**src/rtl/core/mss_pkg.sv**
```systemverilog
package mss_pkg;

  localparam int SAMPLE_BITS = 12;

  localparam int QUIET_BITS = 7;
  localparam int RUN_BITS   = 3;
  localparam int TIME_BITS  = 64;
  localparam int DELAY_BITS = 32;

  localparam int CFG_INDEX_BITS = 3;
  localparam int CFG_DATA_BITS  = 32;

  localparam int QUIET_MAX = 100;
  localparam int RUN_LIMIT = 4;

  localparam int DEBOUNCE_RESET = 50;
  localparam int RECOVERY_RESET = 5000000;
  localparam int WINDOW_RESET   = 5000000;
  localparam int CENTER_RESET   = 1960;
  localparam int BAND_RESET     = 200;

  typedef enum logic [1:0] {
    OP_SAMPLE      = 2'd0,
    OP_CAL_STEP    = 2'd1,
    OP_CAL_RESTART = 2'd2
  } op_t;

  typedef logic [CFG_INDEX_BITS-1:0] cfg_index_t;

  localparam cfg_index_t CFG_DEBOUNCE = 3'd0;
  localparam cfg_index_t CFG_RECOVERY = 3'd1;
  localparam cfg_index_t CFG_WINDOW   = 3'd2;
  localparam cfg_index_t CFG_CENTER   = 3'd3;
  localparam cfg_index_t CFG_BAND     = 3'd4;

endpackage

```
**src/rtl/core/mains_sense_qualifier.sv**
```systemverilog
// Mains sense qualifier: one beat in, one beat out, at up to one beat per clock. Each input
// beat is captured in an input register, processed in a single pass by the qualifier
// state logic (peak/trough, wave direction, quiet run, active status with recovery delay,
// dc offset calibration) and its result lands in an output register; while a result
// waits on m_axis_tready the input register can still take one more beat, after which
// s_axis_tready drops until the result is taken.
// Operation codes on s_axis_tuser: 0 sample, 1 calibration step, 2 restart calibration,
// 3 no change. A start time of 0 means "not started". Configuration writes take effect at
// once and are meant for when the block is idle.
module mains_sense_qualifier #(
  parameter int SAMPLE_BITS = mss_pkg::SAMPLE_BITS
) (
  input  logic                               clk,
  input  logic                               rst,
  input  logic                               s_axis_tvalid,
  output logic                               s_axis_tready,
  // sample_code, now_us
  input  logic [((SAMPLE_BITS + mss_pkg::TIME_BITS + 7) / 8) * 8 - 1:0] s_axis_tdata,
  // operation
  input  logic [1:0]                         s_axis_tuser,
  output logic                               m_axis_tvalid,
  input  logic                               m_axis_tready,
  // source_active, wave_up, peak_code, trough_code, quiet_count, calibrated, dc_offset
  output logic [((3 * SAMPLE_BITS + mss_pkg::QUIET_BITS + 4 + 7) / 8) * 8 - 1:0] m_axis_tdata,
  // offset_valid
  output logic                               m_axis_tuser,
  input  logic                               cfg_we,
  input  mss_pkg::cfg_index_t                cfg_index,
  input  logic [mss_pkg::CFG_DATA_BITS-1:0]  cfg_data
);

  localparam int TB       = mss_pkg::TIME_BITS;
  localparam int QB       = mss_pkg::QUIET_BITS;
  localparam int IN_BITS  = SAMPLE_BITS + TB;
  localparam int OUT_BITS = 3 * SAMPLE_BITS + QB + 4;
  localparam int OUT_W    = ((OUT_BITS + 7) / 8) * 8;

  logic                   in_valid;
  mss_pkg::op_t           in_op;
  logic [SAMPLE_BITS-1:0] in_sample;
  logic [TB-1:0]          in_now;
  logic                   advance;

  logic [QB-1:0]                     debounce_samples;
  logic [mss_pkg::DELAY_BITS-1:0]    recovery_delay_us;
  logic [mss_pkg::DELAY_BITS-1:0]    calibration_window_us;
  logic [SAMPLE_BITS-1:0]            center_code;
  logic [SAMPLE_BITS-1:0]            quiet_band;

  logic                   res_active;
  logic                   res_wave_up;
  logic [SAMPLE_BITS-1:0] res_peak;
  logic [SAMPLE_BITS:0]   res_trough;
  logic [QB-1:0]          res_quiet;
  logic                   res_calibrated;
  logic [SAMPLE_BITS-1:0] res_offset;
  logic                   res_offset_valid;

  logic                   out_active;
  logic                   out_wave_up;
  logic [SAMPLE_BITS-1:0] out_peak;
  logic [SAMPLE_BITS:0]   out_trough;
  logic [QB-1:0]          out_quiet;
  logic                   out_calibrated;
  logic [SAMPLE_BITS-1:0] out_offset;
  logic                   out_offset_valid;

  assign advance       = in_valid && (!m_axis_tvalid || m_axis_tready);
  assign s_axis_tready = !in_valid || advance;

  always_ff @(posedge clk) begin
    if (rst) begin
      in_valid <= 1'b0;
    end else if (s_axis_tvalid && s_axis_tready) begin
      in_valid <= 1'b1;
    end else if (advance) begin
      in_valid <= 1'b0;
    end
  end

  always_ff @(posedge clk) begin
    if (s_axis_tvalid && s_axis_tready) begin
      in_op     <= mss_pkg::op_t'(s_axis_tuser);
      in_sample <= s_axis_tdata[SAMPLE_BITS-1:0];
      in_now    <= s_axis_tdata[IN_BITS-1:SAMPLE_BITS];
    end
  end

  mss_cfg #(
    .SAMPLE_BITS(SAMPLE_BITS)
  ) u_cfg (
    .clk                   (clk),
    .rst                   (rst),
    .cfg_we                (cfg_we),
    .cfg_index             (cfg_index),
    .cfg_data              (cfg_data),
    .debounce_samples      (debounce_samples),
    .recovery_delay_us     (recovery_delay_us),
    .calibration_window_us (calibration_window_us),
    .center_code           (center_code),
    .quiet_band            (quiet_band)
  );

  mss_core #(
    .SAMPLE_BITS(SAMPLE_BITS)
  ) u_core (
    .clk                   (clk),
    .rst                   (rst),
    .fire                  (advance),
    .op                    (in_op),
    .sample_code           (in_sample),
    .now_us                (in_now),
    .debounce_samples      (debounce_samples),
    .recovery_delay_us     (recovery_delay_us),
    .calibration_window_us (calibration_window_us),
    .center_code           (center_code),
    .quiet_band            (quiet_band),
    .source_active         (res_active),
    .wave_up               (res_wave_up),
    .peak_code             (res_peak),
    .trough_code           (res_trough),
    .quiet_count           (res_quiet),
    .calibrated            (res_calibrated),
    .dc_offset             (res_offset),
    .offset_valid          (res_offset_valid)
  );

  always_ff @(posedge clk) begin
    if (rst) begin
      m_axis_tvalid <= 1'b0;
    end else if (advance) begin
      m_axis_tvalid <= 1'b1;
    end else if (m_axis_tready) begin
      m_axis_tvalid <= 1'b0;
    end
  end

  always_ff @(posedge clk) begin
    if (advance) begin
      out_active       <= res_active;
      out_wave_up      <= res_wave_up;
      out_peak         <= res_peak;
      out_trough       <= res_trough;
      out_quiet        <= res_quiet;
      out_calibrated   <= res_calibrated;
      out_offset       <= res_offset;
      out_offset_valid <= res_offset_valid;
    end
  end

  assign m_axis_tdata = OUT_W'({out_offset, out_calibrated, out_quiet, out_trough,
                                out_peak, out_wave_up, out_active});
  assign m_axis_tuser = out_offset_valid;

endmodule

```
**src/rtl/core/mss_cfg.sv**
```systemverilog
module mss_cfg #(
  parameter int SAMPLE_BITS = mss_pkg::SAMPLE_BITS
) (
  input  logic                                clk,
  input  logic                                rst,
  input  logic                                cfg_we,
  input  mss_pkg::cfg_index_t                 cfg_index,
  input  logic [mss_pkg::CFG_DATA_BITS-1:0]   cfg_data,
  output logic [mss_pkg::QUIET_BITS-1:0]      debounce_samples,
  output logic [mss_pkg::DELAY_BITS-1:0]      recovery_delay_us,
  output logic [mss_pkg::DELAY_BITS-1:0]      calibration_window_us,
  output logic [SAMPLE_BITS-1:0]              center_code,
  output logic [SAMPLE_BITS-1:0]              quiet_band
);

  always_ff @(posedge clk) begin
    if (rst) begin
      debounce_samples      <= mss_pkg::QUIET_BITS'(mss_pkg::DEBOUNCE_RESET);
      recovery_delay_us     <= mss_pkg::DELAY_BITS'(mss_pkg::RECOVERY_RESET);
      calibration_window_us <= mss_pkg::DELAY_BITS'(mss_pkg::WINDOW_RESET);
      center_code           <= SAMPLE_BITS'(mss_pkg::CENTER_RESET);
      quiet_band            <= SAMPLE_BITS'(mss_pkg::BAND_RESET);
    end else if (cfg_we) begin
      case (cfg_index)
        mss_pkg::CFG_DEBOUNCE: begin
          debounce_samples <= cfg_data[mss_pkg::QUIET_BITS-1:0];
        end
        mss_pkg::CFG_RECOVERY: begin
          recovery_delay_us <= cfg_data[mss_pkg::DELAY_BITS-1:0];
        end
        mss_pkg::CFG_WINDOW: begin
          calibration_window_us <= cfg_data[mss_pkg::DELAY_BITS-1:0];
        end
        mss_pkg::CFG_CENTER: begin
          center_code <= cfg_data[SAMPLE_BITS-1:0];
        end
        mss_pkg::CFG_BAND: begin
          quiet_band <= cfg_data[SAMPLE_BITS-1:0];
        end
        default: begin
        end
      endcase
    end
  end

endmodule

```
**src/rtl/core/mss_core.sv**
```systemverilog
module mss_core #(
  parameter int SAMPLE_BITS = mss_pkg::SAMPLE_BITS
) (
  input  logic                               clk,
  input  logic                               rst,
  input  logic                               fire,
  input  mss_pkg::op_t                       op,
  input  logic [SAMPLE_BITS-1:0]             sample_code,
  input  logic [mss_pkg::TIME_BITS-1:0]      now_us,
  input  logic [mss_pkg::QUIET_BITS-1:0]     debounce_samples,
  input  logic [mss_pkg::DELAY_BITS-1:0]     recovery_delay_us,
  input  logic [mss_pkg::DELAY_BITS-1:0]     calibration_window_us,
  input  logic [SAMPLE_BITS-1:0]             center_code,
  input  logic [SAMPLE_BITS-1:0]             quiet_band,
  output logic                               source_active,
  output logic                               wave_up,
  output logic [SAMPLE_BITS-1:0]             peak_code,
  output logic [SAMPLE_BITS:0]               trough_code,
  output logic [mss_pkg::QUIET_BITS-1:0]     quiet_count,
  output logic                               calibrated,
  output logic [SAMPLE_BITS-1:0]             dc_offset,
  output logic                               offset_valid
);

  localparam int TB = mss_pkg::TIME_BITS;
  localparam int QB = mss_pkg::QUIET_BITS;
  localparam int RB = mss_pkg::RUN_BITS;
  localparam logic [SAMPLE_BITS:0] TROUGH_NONE = {1'b1, {SAMPLE_BITS{1'b0}}};

  logic                   active_flag,     active_flag_next;
  logic [TB-1:0]          recovery_start,  recovery_start_next;
  logic [SAMPLE_BITS-1:0] peak_reg,        peak_reg_next;
  logic [SAMPLE_BITS:0]   trough_reg,      trough_reg_next;
  logic [RB-1:0]          rise_run,        rise_run_next;
  logic [RB-1:0]          fall_run,        fall_run_next;
  logic                   direction_up,    direction_up_next;
  logic [QB-1:0]          quiet_run,       quiet_run_next;
  logic [SAMPLE_BITS-1:0] previous_sample, previous_sample_next;
  logic [SAMPLE_BITS-1:0] latest_sample,   latest_sample_next;
  logic                   calibrated_flag, calibrated_flag_next;
  logic [TB-1:0]          window_start,    window_start_next;

  logic [SAMPLE_BITS-1:0] center_gap;
  logic [RB-1:0]          rise_inc;
  logic [RB-1:0]          fall_inc;
  logic [QB-1:0]          quiet_new;
  logic [TB-1:0]          rec_elapsed;
  logic                   want_active;
  logic [TB-1:0]          ws_eff;
  logic [SAMPLE_BITS-1:0] pk_eff;
  logic [SAMPLE_BITS:0]   tr_eff;
  logic [TB-1:0]          win_elapsed;
  logic [SAMPLE_BITS+1:0] mid_sum;
  logic [SAMPLE_BITS-1:0] offset;
  logic                   valid;

  // sample path terms
  always_comb begin
    center_gap = (sample_code >= center_code) ? sample_code - center_code
                                              : center_code - sample_code;
    rise_inc = rise_run + RB'(1);
    fall_inc = fall_run + RB'(1);
    if (center_gap < quiet_band) begin
      quiet_new = (quiet_run < QB'(mss_pkg::QUIET_MAX)) ? quiet_run + QB'(1) : quiet_run;
    end else begin
      quiet_new = '0;
    end
    want_active = quiet_new < debounce_samples;
    rec_elapsed = now_us - recovery_start;
  end

  // calibration path terms
  always_comb begin
    if (window_start == '0) begin
      ws_eff = now_us;
      pk_eff = '0;
      tr_eff = TROUGH_NONE;
    end else begin
      ws_eff = window_start;
      pk_eff = peak_reg;
      tr_eff = trough_reg;
    end
    win_elapsed = now_us - ws_eff;
    mid_sum     = {2'b00, pk_eff} + {1'b0, tr_eff};
  end

  always_comb begin
    active_flag_next     = active_flag;
    recovery_start_next  = recovery_start;
    peak_reg_next        = peak_reg;
    trough_reg_next      = trough_reg;
    rise_run_next        = rise_run;
    fall_run_next        = fall_run;
    direction_up_next    = direction_up;
    quiet_run_next       = quiet_run;
    previous_sample_next = previous_sample;
    latest_sample_next   = latest_sample;
    calibrated_flag_next = calibrated_flag;
    window_start_next    = window_start;
    offset               = '0;
    valid                = 1'b0;

    case (op)
      mss_pkg::OP_SAMPLE: begin
        latest_sample_next   = sample_code;
        previous_sample_next = sample_code;
        if (sample_code > peak_reg) peak_reg_next = sample_code;
        if ({1'b0, sample_code} < trough_reg) trough_reg_next = {1'b0, sample_code};
        if (sample_code > previous_sample) begin
          rise_run_next = rise_inc;
        end else begin
          fall_run_next = fall_inc;
        end
        if (rise_run_next > RB'(mss_pkg::RUN_LIMIT)) begin
          direction_up_next = 1'b1;
          rise_run_next     = '0;
          fall_run_next     = '0;
        end else if (fall_run_next > RB'(mss_pkg::RUN_LIMIT)) begin
          direction_up_next = 1'b0;
          rise_run_next     = '0;
          fall_run_next     = '0;
        end
        quiet_run_next = quiet_new;
        if (want_active) begin
          if (recovery_start == '0) begin
            recovery_start_next = now_us;
          end else if (rec_elapsed >= {{(TB-mss_pkg::DELAY_BITS){1'b0}}, recovery_delay_us}) begin
            active_flag_next    = 1'b1;
            recovery_start_next = '0;
          end
        end else begin
          active_flag_next    = 1'b0;
          recovery_start_next = '0;
        end
      end
      mss_pkg::OP_CAL_STEP: begin
        if (!calibrated_flag) begin
          if (win_elapsed < {{(TB-mss_pkg::DELAY_BITS){1'b0}}, calibration_window_us}) begin
            window_start_next = ws_eff;
            peak_reg_next     = (latest_sample > pk_eff) ? latest_sample : pk_eff;
            trough_reg_next   = ({1'b0, latest_sample} < tr_eff) ? {1'b0, latest_sample}
                                                                 : tr_eff;
          end else begin
            peak_reg_next        = pk_eff;
            trough_reg_next      = tr_eff;
            offset               = mid_sum[SAMPLE_BITS:1];
            valid                = 1'b1;
            calibrated_flag_next = 1'b1;
            window_start_next    = '0;
          end
        end
      end
      mss_pkg::OP_CAL_RESTART: begin
        calibrated_flag_next = 1'b0;
        window_start_next    = '0;
        peak_reg_next        = '0;
        trough_reg_next      = TROUGH_NONE;
      end
      default: begin
      end
    endcase
  end

  always_ff @(posedge clk) begin
    if (rst) begin
      active_flag     <= 1'b0;
      recovery_start  <= '0;
      peak_reg        <= '0;
      trough_reg      <= TROUGH_NONE;
      rise_run        <= '0;
      fall_run        <= '0;
      direction_up    <= 1'b0;
      quiet_run       <= '0;
      previous_sample <= '0;
      latest_sample   <= '0;
      calibrated_flag <= 1'b0;
      window_start    <= '0;
    end else if (fire) begin
      active_flag     <= active_flag_next;
      recovery_start  <= recovery_start_next;
      peak_reg        <= peak_reg_next;
      trough_reg      <= trough_reg_next;
      rise_run        <= rise_run_next;
      fall_run        <= fall_run_next;
      direction_up    <= direction_up_next;
      quiet_run       <= quiet_run_next;
      previous_sample <= previous_sample_next;
      latest_sample   <= latest_sample_next;
      calibrated_flag <= calibrated_flag_next;
      window_start    <= window_start_next;
    end
  end

  assign source_active = active_flag_next;
  assign wave_up       = direction_up_next;
  assign peak_code     = peak_reg_next;
  assign trough_code   = trough_reg_next;
  assign quiet_count   = quiet_run_next;
  assign calibrated    = calibrated_flag_next;
  assign dc_offset     = offset;
  assign offset_valid  = valid;

endmodule

```
**config.mk**
```make
export PLATFORM = sky130hd
export DESIGN_NAME = mains_sense_qualifier
export DESIGN_NICKNAME = d
export VERILOG_FILES = /design/src/rtl/core/mss_pkg.sv /design/src/rtl/core/mains_sense_qualifier.sv /design/src/rtl/core/mss_cfg.sv /design/src/rtl/core/mss_core.sv
export SDC_FILE = /design/constraint.sdc
export NUM_CORES = 1
export LEC_CHECK = 0
export BUFFER_PORTS_ARGS = -buffer_cell sky130_fd_sc_hd__buf_2
export CAP_MARGIN = 25
export CELL_PAD_IN_SITES_DETAIL_PLACEMENT = 1
export CELL_PAD_IN_SITES_GLOBAL_PLACEMENT = 2
export CORE_ASPECT_RATIO = 0.9
export CORE_UTILIZATION = 41
export DETAILED_ROUTE_END_ITERATION = 6
export GPL_TIMING_DRIVEN = 1
export PLACE_DENSITY_LB_ADDON = 0.08
export SLEW_MARGIN = 40
export SYNTH_ARGS = -nofsm -noshare
export SYNTH_HDL_FRONTEND = slang
export SYNTH_HIERARCHICAL = 1
export SYNTH_SLANG_ARGS = --single-unit
```
**constraint.sdc**
```tcl
create_clock -name clk -period 18.5 [get_ports clk]
set_clock_uncertainty 0.05 [all_clocks]
set_input_delay 3.7 -clock clk [delete_from_list [all_inputs] [get_ports clk]]
set_output_delay 3.7 -clock clk [all_outputs]
set_load 0.05 [all_outputs]
```
======== Word level (Yosys, flattened, before mapping) ========
Cells that the tools add are included.
word-level totals
  input port bits ......................... 122
  output and inout port bits .............. 51
  logic and storage cells ................. 127
  bits in registers ....................... 404
cells by class
  reductions and logical operators ........ 23
  muxes and demuxes ....................... 45
  add/subtract/negate cells ............... 8
  equality and inequality tests ........... 8
  magnitude comparators ................... 13
  bitwise operators ....................... 1
operators by type and width
  operator                                                        count
  64-bit 2-to-1 mux                                               6
  64-bit zero test                                                2
  64-bit one-hot mux with 2 select lines                          1
  64-bit subtractor                                               2
  12-bit 2-to-1 mux                                               6
  13-bit 2-to-1 mux                                               5
  64-bit by 32-bit greater-or-equal comparator with 1-bit output  1
  64-bit by 32-bit less-than comparator with 1-bit output         1
  13-bit one-hot mux with 3 select lines                          1
  12-bit greater-than comparator                                  3
  12-bit one-hot mux with 3 select lines                          1
  12-bit by 13-bit less-than comparator with 1-bit output         2
  3-bit 2-to-1 mux                                                8
  12-bit subtractor                                               2
  7-bit 2-to-1 mux                                                3
  12-bit by 13-bit adder with 13-bit output                       1
  1-bit 2-to-1 mux                                                13
  12-bit greater-or-equal comparator                              1
  12-bit less-than comparator                                     1
  2-bit AND reduction                                             6
  7-bit by 1-bit adder with 7-bit output (second input constant)  1
  7-bit less-than comparator                                      1
  7-bit less-than comparator (second input constant)              1
  3-bit by 1-bit adder with 3-bit output (second input constant)  2
  19 further kinds                                                27

======== Logic depth before layout (Yosys ltp) ========
Gate-level depths: netlist of run 1.
  word-level depth ........................ 7
  gate-level depth with buffers ........... 32
  mapped depth without buffers ............ 30

======== By module ========
Netlist of run 1, hierarchy kept.
modules (own cells, without submodules)
  module                 area an instance (um^2)  cells an instance  instances  seq. area each (um^2)
  mss_core               22831.9                  3178               1          3623.5
  mains_sense_qualifier  3921.3                   141                1          3823.7
  mss_cfg                3838.7                   362                1          1901.8

======== Worst setup path after synthesis of run 1 ========
No wires, ideal clock.
  path type ............................... input -> output
  from .................................... in m_axis_tready
  to ...................................... out s_axis_tready
  data required time ...................... 14.750 ns
  path slack .............................. 10.801 ns
  arrival ................................. 3.949 ns
  path buffers ............................ 0
  cell stages on the path ................. 1
  cell sequence ........................... nand3b_4
on the way
  longest elaborated chain between the ends .. 3
ends and longest elaborated chain
  what               RTL line                     source
  from (decl)        mains_sense_qualifier.sv:22  input logic m_axis_tready,
  1-bit logical OR   mains_sense_qualifier.sv:68  assign advance = in_valid && (!m_axis_tvalid || m_axis_tready);
  1-bit logical AND  mains_sense_qualifier.sv:68
  1-bit logical OR   mains_sense_qualifier.sv:69  assign s_axis_tready = !in_valid || advance;
  to (decl)          mains_sense_qualifier.sv:16  output logic s_axis_tready,
Every way passes these cells.

======== Worst setup path after layout of run 1 ========
  from .................................... reg u_core.window_start[31]
  to ...................................... reg out_peak[1] (data pin)
on the way
  longest elaborated chain between the ends .. 7
  elaborated cells on any way between the ends .. 10
  classes of those cells .................. 1 x add/sub; 2 x order compare; 6 x mux; 1 x reduce/logical
ends and longest elaborated chain
  what                                                                                          RTL line                          source
  from (decl)                                                                                   mss_core.sv:41                    logic [TB-1:0] window_start, window_start_next;
  from (signal assigned)                                                                        mss_core.sv:190                   window_start <= window_start_next;
  64-bit zero test                                                                              mss_core.sv:74                    if (window_start == '0) begin
  64-bit 2-to-1 mux or 12-bit 2-to-1 mux (tied branches)                                        mss_core.sv:74
  64-bit subtractor or 12-bit greater-than comparator (tied branches)                           mss_core.sv:83, mss_core.sv:140
  64-bit by 32-bit less-than comparator with 1-bit output or 12-bit 2-to-1 mux (tied branches)  mss_core.sv:138, mss_core.sv:140
  12-bit 2-to-1 mux (*)                                                                         mss_core.sv:138                   if (win_elapsed < {{(TB-mss_pkg::DELAY_BITS){1'b0}}, calibration_window_us}) begin
  12-bit 2-to-1 mux (*)                                                                         mss_core.sv:137                   if (!calibrated_flag) begin
  12-bit one-hot mux with 3 select lines (*)                                                    mss_core.sv:103                   case (op)
  net res_peak[1]                                                                               mains_sense_qualifier.sv:52       logic [SAMPLE_BITS-1:0] res_peak;
  to (signal assigned)                                                                          mains_sense_qualifier.sv:142      out_peak <= res_peak;
  to (decl)                                                                                     mains_sense_qualifier.sv:61       logic [SAMPLE_BITS-1:0] out_peak;
The timed path passes the listed nets; every way through them passes the cells marked *.
A chain may end at the register's enable or synchronous reset.

==> flow_results.org, run 1 <==
** Power
- Static leakage power :: 13.5 nW
- The design draws 2.72 mW.
- The worst-case IR drop observed on VDD is 73.6 µV.
- Power density relative to cell area :: 80.2 nW/µm²

** Timing
- Setup total negative slack on the finished layout was measured at 0 ns.
- Setup repair after global routing left no endpoint under its margin.
- Final period demand of the worst path :: 9.45 ns
- At the pin with the least slew margin, the transition time is 1.09 ns.
- Timing would allow up to 106 MHz.
- Final period util :: 0.511
- Setup violations remaining at the end of the flow were counted as 0.
- Tightest slew margin relative to the limit :: 0.270
- The tightest hold path in the finished design has a slack of 0.419 ns.
- Number of hold violations in the final report :: 0
- Final Max Slew Viols :: 0
- The worst path meets setup with 9.05 ns of slack.

** Clock network
- Number of hold-repair buffers added at the cts stage :: 0
- Post-CTS Resized :: 0
- Maximum count of clock buffers along a single path :: 3
- Buffers inserted by post-CTS timing repair :: 0
- The H-tree was split into 2 levels.
- Library cell used as clock root buffer :: sky130_fd_sc_hd__clkbuf_16
- The clock drives 404 sinks.
- Clock-pin slew of the registers on the worst-case setup and hold paths :: 0.06 ns
- Clock tree synthesis inserted a total of 50 buffers.
- TritonCTS built the clock tree.
- Clock latency at the later pin of the worst-skew pair :: 0.62 ns

** Route
- Via count :: 28725
- Summed over all layers, the routed wires come to 114000 µm.
- In the routed layout, each cell is associated on average with a via count of 6.07.
- Drt first-iter violations :: 1731
- Total iterations of the first detailed-routing run :: 5
- DRC Markers :: 0
- Once detail routing completed, the nets flagged for antenna violations numbered 0.
- Dividing the detail-routed wire length by the instance count gives 24.1 µm.

** Critical path
- CP Capture Type :: flip-flop
- The worst setup path is of the reg -> reg kind.
- Kind of launch point of the worst setup path :: flip-flop
- Worst endpoint required time :: 18.80 ns
- STA puts the critical path data arrival time at 9.76 ns.
- Of all nets on the critical path, the largest fanout is 19.

** Synthesis
- Yosys Warn Count :: 6
- Post-synth ARST share :: 0
- The number of nets handed over by synthesis was 4113.
- Most used flip-flop cell after synthesis :: sky130_fd_sc_hd__dfxtp_1
- Of the synthesized area, sequential elements account for 0.306.
- Flip-flop and latch count after synthesis :: 404
- Number of library cell types mapped by synthesis :: 92
- Synthesis produced a netlist whose cell count is 3681.
- The synthesized design contains 126 enable-type register cells.
- In this run the cell area of the synthesized design comes to 30600 µm².
- Average cell area after synthesis :: 8.31 µm²

** Hold path
- The path class of the tightest hold or removal check is reg -> reg.

** Die
- Total core area :: 73500 µm²
- The die covers 75700 µm².
- Measured along the x axis, the die boundary spans 290 µm.
- After floorplanning, the core was divided into 94 placement rows.
- Die outline height :: 261 µm
- Starting density of the core :: 0.416
- I/O pin count :: 173

** Global route
- In the global route stage, overall resource usage came out at 0.292.
- Pin count of the biggest net entering global routing :: 181
- Wire length of the first global-routing pass :: 174000 µm
- Number of antenna violations at the first check in global routing :: 0
- Summed over all layers, the global routing overflow is 0.
- Number of global-route vias before repair :: 29437

** Cells and area
- Ant diodes :: 0
- Filler instances :: 8739
- The largest registers in the layout are in_now: 64 flops, u_core/recovery_start: 64 flops, u_core/window_start: 64 flops.
- Layout net count :: 4161
- Leaving out fill and tap cells, the most frequent cell in the layout is sky130_fd_sc_hd__a21oi_1.
- Area grow syn2layout :: 10.9%
- Fraction of layout cells with a size suffix above 1 :: 0.0944
- In the layout the commonest cells are sky130_fd_sc_hd__a21oi_1, sky130_fd_sc_hd__nand2_1, sky130_fd_sc_hd__ha_1.

** Place
- Routability-driven placement finished with a final weighted congestion of 0.958.
- At the placement stage, the worst setup path has a slack of 9.31 ns.
- The HPWL after detailed placement is 89100 µm.
- Port buffering added 167 buffers.

** Status
- The flow ran to the end, and the final reports show no timing, DRC or antenna violations.

** Flow run
- Max-capacitance violation count :: 0
[cell type report]
type | instances | area (µm²) | share of cell area
Clock inverter | 32 | 394 | 0.0116
Inverter | 274 | 1030 | 0.0303
Timing Repair Buffer | 199 | 1160 | 0.0341
Sequential cell | 404 | 9350 | 0.276
Tap cell | 960 | 1200 | 0.0354
Multi-Input combinational cell | 2800 | 19500 | 0.573
Clock buffer | 62 | 1350 | 0.0398
[power breakdown]
group | leakage [nW] | total, mW | switching (mW) | internal (mW)
combinational | 9.18 | 0.690 | 0.445 | 0.245
clock | 0.853 | 1.05 | 0.425 | 0.621
sequential | 3.47 | 0.986 | 0.0391 | 0.947
total | 13.5 | 2.72 | 0.910 | 1.81
[critical path: stages, from the launching register on]
cell and delay [ns]:
sky130_fd_sc_hd__dfxtp_1 0.33, sky130_fd_sc_hd__nor4_1 0.93, sky130_fd_sc_hd__nand4_1 0.53, sky130_fd_sc_hd__nor4_2 0.41, sky130_fd_sc_hd__buf_4 0.32, sky130_fd_sc_hd__a21o_1 0.22
sky130_fd_sc_hd__inv_1 0.06, sky130_fd_sc_hd__ha_1 0.26, sky130_fd_sc_hd__nor2b_1 0.14, sky130_fd_sc_hd__o2111ai_1 0.26, sky130_fd_sc_hd__nand2_1 0.11, sky130_fd_sc_hd__and2_1 0.19
sky130_fd_sc_hd__a21oi_1 0.26, sky130_fd_sc_hd__o21ai_0 0.14, sky130_fd_sc_hd__xor2_1 0.16, sky130_fd_sc_hd__ha_1 0.30, sky130_fd_sc_hd__a21oi_1 0.15, sky130_fd_sc_hd__o21ai_0 0.10
sky130_fd_sc_hd__nor2b_1 0.14, sky130_fd_sc_hd__a2111oi_0 0.52, sky130_fd_sc_hd__o21ai_0 0.22, sky130_fd_sc_hd__a31oi_1 0.52, sky130_fd_sc_hd__nand4_1 0.16, sky130_fd_sc_hd__nor4_1 0.40
sky130_fd_sc_hd__or4b_1 0.87, sky130_fd_sc_hd__nor3_4 0.79, sky130_fd_sc_hd__mux2i_1 0.21, sky130_fd_sc_hd__o21ai_0 0.40
[synth_stat cells (all sizes together), types with 10 or more instances]
cell type | count | area, µm²
buf | 41 | 279
nand4 | 83 | 526
o221ai | 10 | 87.6
o2111ai | 10 | 87.6
nand2b | 183 | 1140
and2 | 17 | 110
a2111oi | 12 | 105
mux2i | 125 | 1250
o21a | 36 | 270
mux2 | 15 | 169
or2 | 20 | 125
and4 | 20 | 175
clkbuf | 162 | 608
o21bai | 32 | 240
a32oi | 64 | 561
o21ai | 197 | 986
a211oi | 27 | 203
nor2b | 29 | 181
inv | 273 | 1020
xnor2 | 55 | 482
and3 | 26 | 163
edfxtp | 126 | 3780
nor3 | 49 | 257
xor2 | 42 | 368
a22oi | 53 | 398
nor4 | 66 | 428
ha | 305 | 3820
a31oi | 54 | 338
nor2 | 201 | 754
a21boi | 19 | 143
nand2 | 307 | 1150
o211ai | 23 | 173
dfxtp | 278 | 5570
nand3 | 36 | 185
a21oi | 370 | 1860
a21o | 102 | 766
or3 | 14 | 87.6
o31ai | 71 | 533
[path summary, 6_finish.rpt]
path                                                      startpoint                                   end  slack (ns)  cells past startpoint
worst max-delay path            u_core/window_start[31]$_SDFFE_PP0P_                 out_peak[1]$_DFFE_PP_        9.05                     27
worst min-delay path            u_core/window_start[46]$_SDFFE_PP0P_  u_core/window_start[46]$_SDFFE_PP0P_        0.42                      2
worst max register to register  u_core/window_start[31]$_SDFFE_PP0P_                 out_peak[1]$_DFFE_PP_        9.05                     27
worst min register to register  u_core/window_start[46]$_SDFFE_PP0P_  u_core/window_start[46]$_SDFFE_PP0P_        0.42                      2
[kinds of logic (layout without fill, tap and decap cells)]
kind of cell	count (synthesis)	count (layout)	synth area share
adder cells (fa/ha/maj)	310	310	0.128
buffers and inverters	477	567	0.0626
multiplexers	140	140	0.0464
XOR/XNOR	97	97	0.0278
flip-flops	404	404	0.306
other	1	1	0.000123
AND/OR/NAND/NOR	1092	1092	0.185
AO/OA/AOI/OAI	1160	1160	0.244
[through the flow]
stage,utilization,area (µm²),instances
after floorplan,-,30600,3681
after global placement,0.436,32000,4633
after detailed placement,0.437,32100,4634
after CTS,0.461,33900,4728
after global routing,0.462,33900,4731
final,0.462,33900,4731
[per-layer routing]
layer | share of wire | GRT usage | up-vias
li1 | - | - | 13638
met2 | 0.47 | 0.505 | 581
met4 | 0.033 | 0.0965 | 0
met3 | 0.034 | 0.0237 | 177
met5 | 0 | 0 | -
met1 | 0.46 | 0.387 | 14329
(Power assumes the default switching activity.)
==> run 2: changes to the inputs <==
--- a/config.mk
+++ b/config.mk
@@ -10,7 +10,7 @@
 export CELL_PAD_IN_SITES_DETAIL_PLACEMENT = 1
 export CELL_PAD_IN_SITES_GLOBAL_PLACEMENT = 2
 export CORE_ASPECT_RATIO = 0.9
-export CORE_UTILIZATION = 41
+export CORE_UTILIZATION = 35
 export DETAILED_ROUTE_END_ITERATION = 6
 export GPL_TIMING_DRIVEN = 1
 export PLACE_DENSITY_LB_ADDON = 0.08
==> constraint.sdc (replaced) <==
create_clock -name clk -period 8.57 [get_ports clk]
set_clock_uncertainty 0.05 [all_clocks]
set_input_delay 1.714 -clock clk [delete_from_list [all_inputs] [get_ports clk]]
set_output_delay 1.714 -clock clk [all_outputs]
set_load 0.05 [all_outputs]
==> run 2 against run 1 <==
Sequential share of layout area decreased by 0.42 points. Routed wire length increased by 3.8%. Flip-flop and latch count unchanged. Via count increased by 0.42%. Worst hold slack improved by 0.0014 ns. Worst setup slack got worse by 8.5 ns. First-iteration DRC count increased by 1.7%. Combinational power increased by 120%. Clock power increased by 120%. Non-clock buffer count increased by 35. Critical path type unchanged. Largest power group unchanged. Highest routed layer is now met5.
==> flow_results.org, run 2 (synthesis gave the netlist of run 1 again) <==
** Critical path
- In this run the worst setup path terminates at out_offset[8]$_DFFE_PP_.
- Reg2reg start :: u_core/window_start[62]$_SDFFE_PP0P_
- Kind of launch point of the worst setup path :: flip-flop
- Worst setup path start :: u_core/window_start[62]$_SDFFE_PP0P_
- Of all nets on the critical path, the largest fanout is 55.
- The setup check on the worst reg-to-reg path leaves a slack of 0.57 ns.
- The setup path with the least slack is of type reg -> reg.
- STA classifies the critical path endpoint as a flip-flop.
- Worst endpoint required time :: 8.89 ns
- In this run the critical register-to-register path is captured at out_offset[8]$_DFFE_PP_.
- Arrival time of the worst setup path :: 8.32 ns
- Count of cells along the worst register-to-register path :: 25

** Global route
- Across every metal layer, demand over resource in global routing totals 0.261.
- Overall overflow remaining after global route :: 0
- Entering global routing, the biggest net connects 134 pins.
- The first global-routing pass estimated 179000 µm of wire.
- Number of antenna violations at the first check in global routing :: 1
- The via count of the first global-routing pass was 29409.

** Clock network
- The longest clock path from root to sink contains 3 buffers.
- After clock tree synthesis, the clock-pin slew on the worst setup and hold paths is 0.06 ns.
- The H-tree was split into 2 levels.
- After clock tree synthesis, the repair step resized 0 gates.
- Library cell used as clock root buffer :: sky130_fd_sc_hd__clkbuf_16
- Buffers inserted by post-CTS timing repair :: 0
- TritonCTS clock tree :: done
- Clock sink total :: 404
- Counting the buffers created by CTS gives 51.
- At the later pin of the worst-skew pair, clock insertion delay measures 0.63 ns.
- Number of hold-repair buffers added at the cts stage :: 0

** Die
- I/O pin count :: 173
- Overall die area :: 88600 µm²
- The initial utilization of the core area, before any placement, comes to 0.355.
- X dimension of the die :: 314 µm
- Total core area :: 86300 µm²
- Die outline height :: 282 µm
- The floorplan has 102 rows.

** Timing
- Of the available clock period, the critical path in the final layout requires 0.934.
- Setup violations remaining at the end of the flow were counted as 0.
- Transition time at the pin with the least slew margin :: 0.986 ns
- Setup TNS after final layout :: 0 ns
- Number of hold violations in the final report :: 0
- Max frequency :: 125 MHz
- Tightest slew margin relative to the limit :: 0.339
- Setup repair after global routing left no endpoint under its margin.
- Final period demand of the worst path :: 8.00 ns
- Minimum setup slack in the final design :: 0.569 ns
- The final number of max-transition violations is 0.

** Route
- For this run, design rule violations remaining after detail routing come to 0.
- The pre-antenna-repair detailed-routing pass consisted of 5 iterations.
- Number of nets with antenna violations after detailed routing :: 0
- After the first detailed-routing iteration, the DRC count stood at 1761.
- Via density per instance :: 5.82
- Wire length per cell after detailed routing :: 23.9 µm
- Via count :: 28847
- Summed over all layers, the routed wires come to 118000 µm.

** Cells and area
- The area growth from synthesis to layout is 12.7%.
- With fillers left out, the area of the finished cells amounts to 34500 µm².
- The largest registers in the layout are in_now: 64 flops, u_core/recovery_start: 64 flops, u_core/window_start: 64 flops.
- Filler instances :: 10223
- Most frequent cells in the layout :: sky130_fd_sc_hd__a21oi_1, sky130_fd_sc_hd__nand2_1, sky130_fd_sc_hd__ha_1
- Measured on the finished design, the core utilization comes to 0.399.
- Fraction of layout cells with a size suffix above 1 :: 0.104
- Layout net count :: 4197
- Commonest non-fill, non-tap cell in the layout :: sky130_fd_sc_hd__a21oi_1

** Place
- The placed instances occupy a cell area of 32600 µm².
- HPWL after detailed placement :: 93300 µm
- Routability-driven placement finished with a final weighted congestion of 0.920.
- OpenSTA, run right after detailed placement, puts the worst setup slack at 0.633 ns.
- Number of port buffers :: 167

** Flow run
- Max-capacitance violation count :: 0

** Hold path
- The path class of the tightest hold or removal check is reg -> reg.

** Power
- In this run the power density over the cells is 173 nW/µm².
- Power comes to 5.97 mW.
- Static leakage power :: 13.7 nW
- IR drop worst, VDD :: 144 µV

** Status
- The run finished with clean final reports.
[run 2: cell count changes in the layout (fill, tap and decap cells not counted), sizes merged]
cell      delta
buf         +36
bufinv       -1
clkbuf       +5
clkinv       -5
clkinvlp     -1
diode        +1
inv          +3
[run 2: worst max-delay path, stage by stage (launching register included)]
cell	delay (ns)
sky130_fd_sc_hd__dfxtp_1	0.40
sky130_fd_sc_hd__nor4_1	0.58
sky130_fd_sc_hd__nand4_1	0.33
sky130_fd_sc_hd__nor4_2	0.30
sky130_fd_sc_hd__buf_4	0.58
sky130_fd_sc_hd__a21oi_1	0.22
sky130_fd_sc_hd__ha_1	0.42
sky130_fd_sc_hd__nand4_1	0.29
sky130_fd_sc_hd__nor2_1	0.11
sky130_fd_sc_hd__a41oi_1	0.45
sky130_fd_sc_hd__nand3_1	0.18
sky130_fd_sc_hd__a21boi_0	0.27
sky130_fd_sc_hd__xnor2_1	0.10
sky130_fd_sc_hd__ha_1	0.26
sky130_fd_sc_hd__a31oi_1	0.17
sky130_fd_sc_hd__o221ai_1	0.19
sky130_fd_sc_hd__a211oi_1	0.22
sky130_fd_sc_hd__o2111ai_1	0.16
sky130_fd_sc_hd__nor4bb_1	0.31
sky130_fd_sc_hd__nand4_1	0.12
sky130_fd_sc_hd__nor4_1	0.29
sky130_fd_sc_hd__or4b_1	0.48
sky130_fd_sc_hd__buf_4	0.19
sky130_fd_sc_hd__o21ai_1	0.69
sky130_fd_sc_hd__buf_4	0.29
sky130_fd_sc_hd__nor2_1	0.06
[run 2: through the flow]
step                      cells  hold slack, ns
after floorplan            3681           0.394
after global placement     4855           0.401
after detailed placement   4855           0.412
after CTS                  4951           0.422
after global routing       4952           0.438
final                      4953           0.420
[run 2: how the worst min path moves through the flow]
stage                                         start                                    to  slack [ns]  cells after the start
2_1_floorplan  u_core/window_start[10]$_SDFFE_PP0P_  u_core/window_start[10]$_SDFFE_PP0P_        0.39                      2
3_3_place_gp   u_core/window_start[41]$_SDFFE_PP0P_  u_core/window_start[41]$_SDFFE_PP0P_        0.40                      2
3_5_place_dp   u_core/window_start[58]$_SDFFE_PP0P_  u_core/window_start[58]$_SDFFE_PP0P_        0.41                      2
4_1_cts        u_core/window_start[33]$_SDFFE_PP0P_  u_core/window_start[33]$_SDFFE_PP0P_        0.42                      2
5_1_grt        u_core/window_start[44]$_SDFFE_PP0P_  u_core/window_start[44]$_SDFFE_PP0P_        0.44                      2
6_report       u_core/window_start[33]$_SDFFE_PP0P_  u_core/window_start[33]$_SDFFE_PP0P_        0.42                      2
[run 2: final cells by class]
cell class	count	area, µm²	share of cell area
Inverter	274	1030	0.0298
Multi-Input combinational cell	2800	19400	0.564
Clock inverter	28	332	0.00962
Tap cell	1144	1430	0.0415
Clock buffer	68	1460	0.0425
Timing Repair Buffer	234	1410	0.0409
Sequential cell	404	9350	0.271
Antenna cell	1	2.50	0.0000726
[run 2: per-layer routing]
metal | track usage | part of all wire | up-vias
met4 | 0.0655 | 0.022 | 2
met1 | 0.349 | 0.47 | 14447
li1 | - | - | 13733
met5 | 0 | 0.00011 | -
met3 | 0.0226 | 0.032 | 133
met2 | 0.450 | 0.48 | 532
[run 2: where the power goes]
group          switching (mW)  internal [mW]
logic                   0.985          0.537
registers              0.0790           2.04
clock network           0.932           1.39
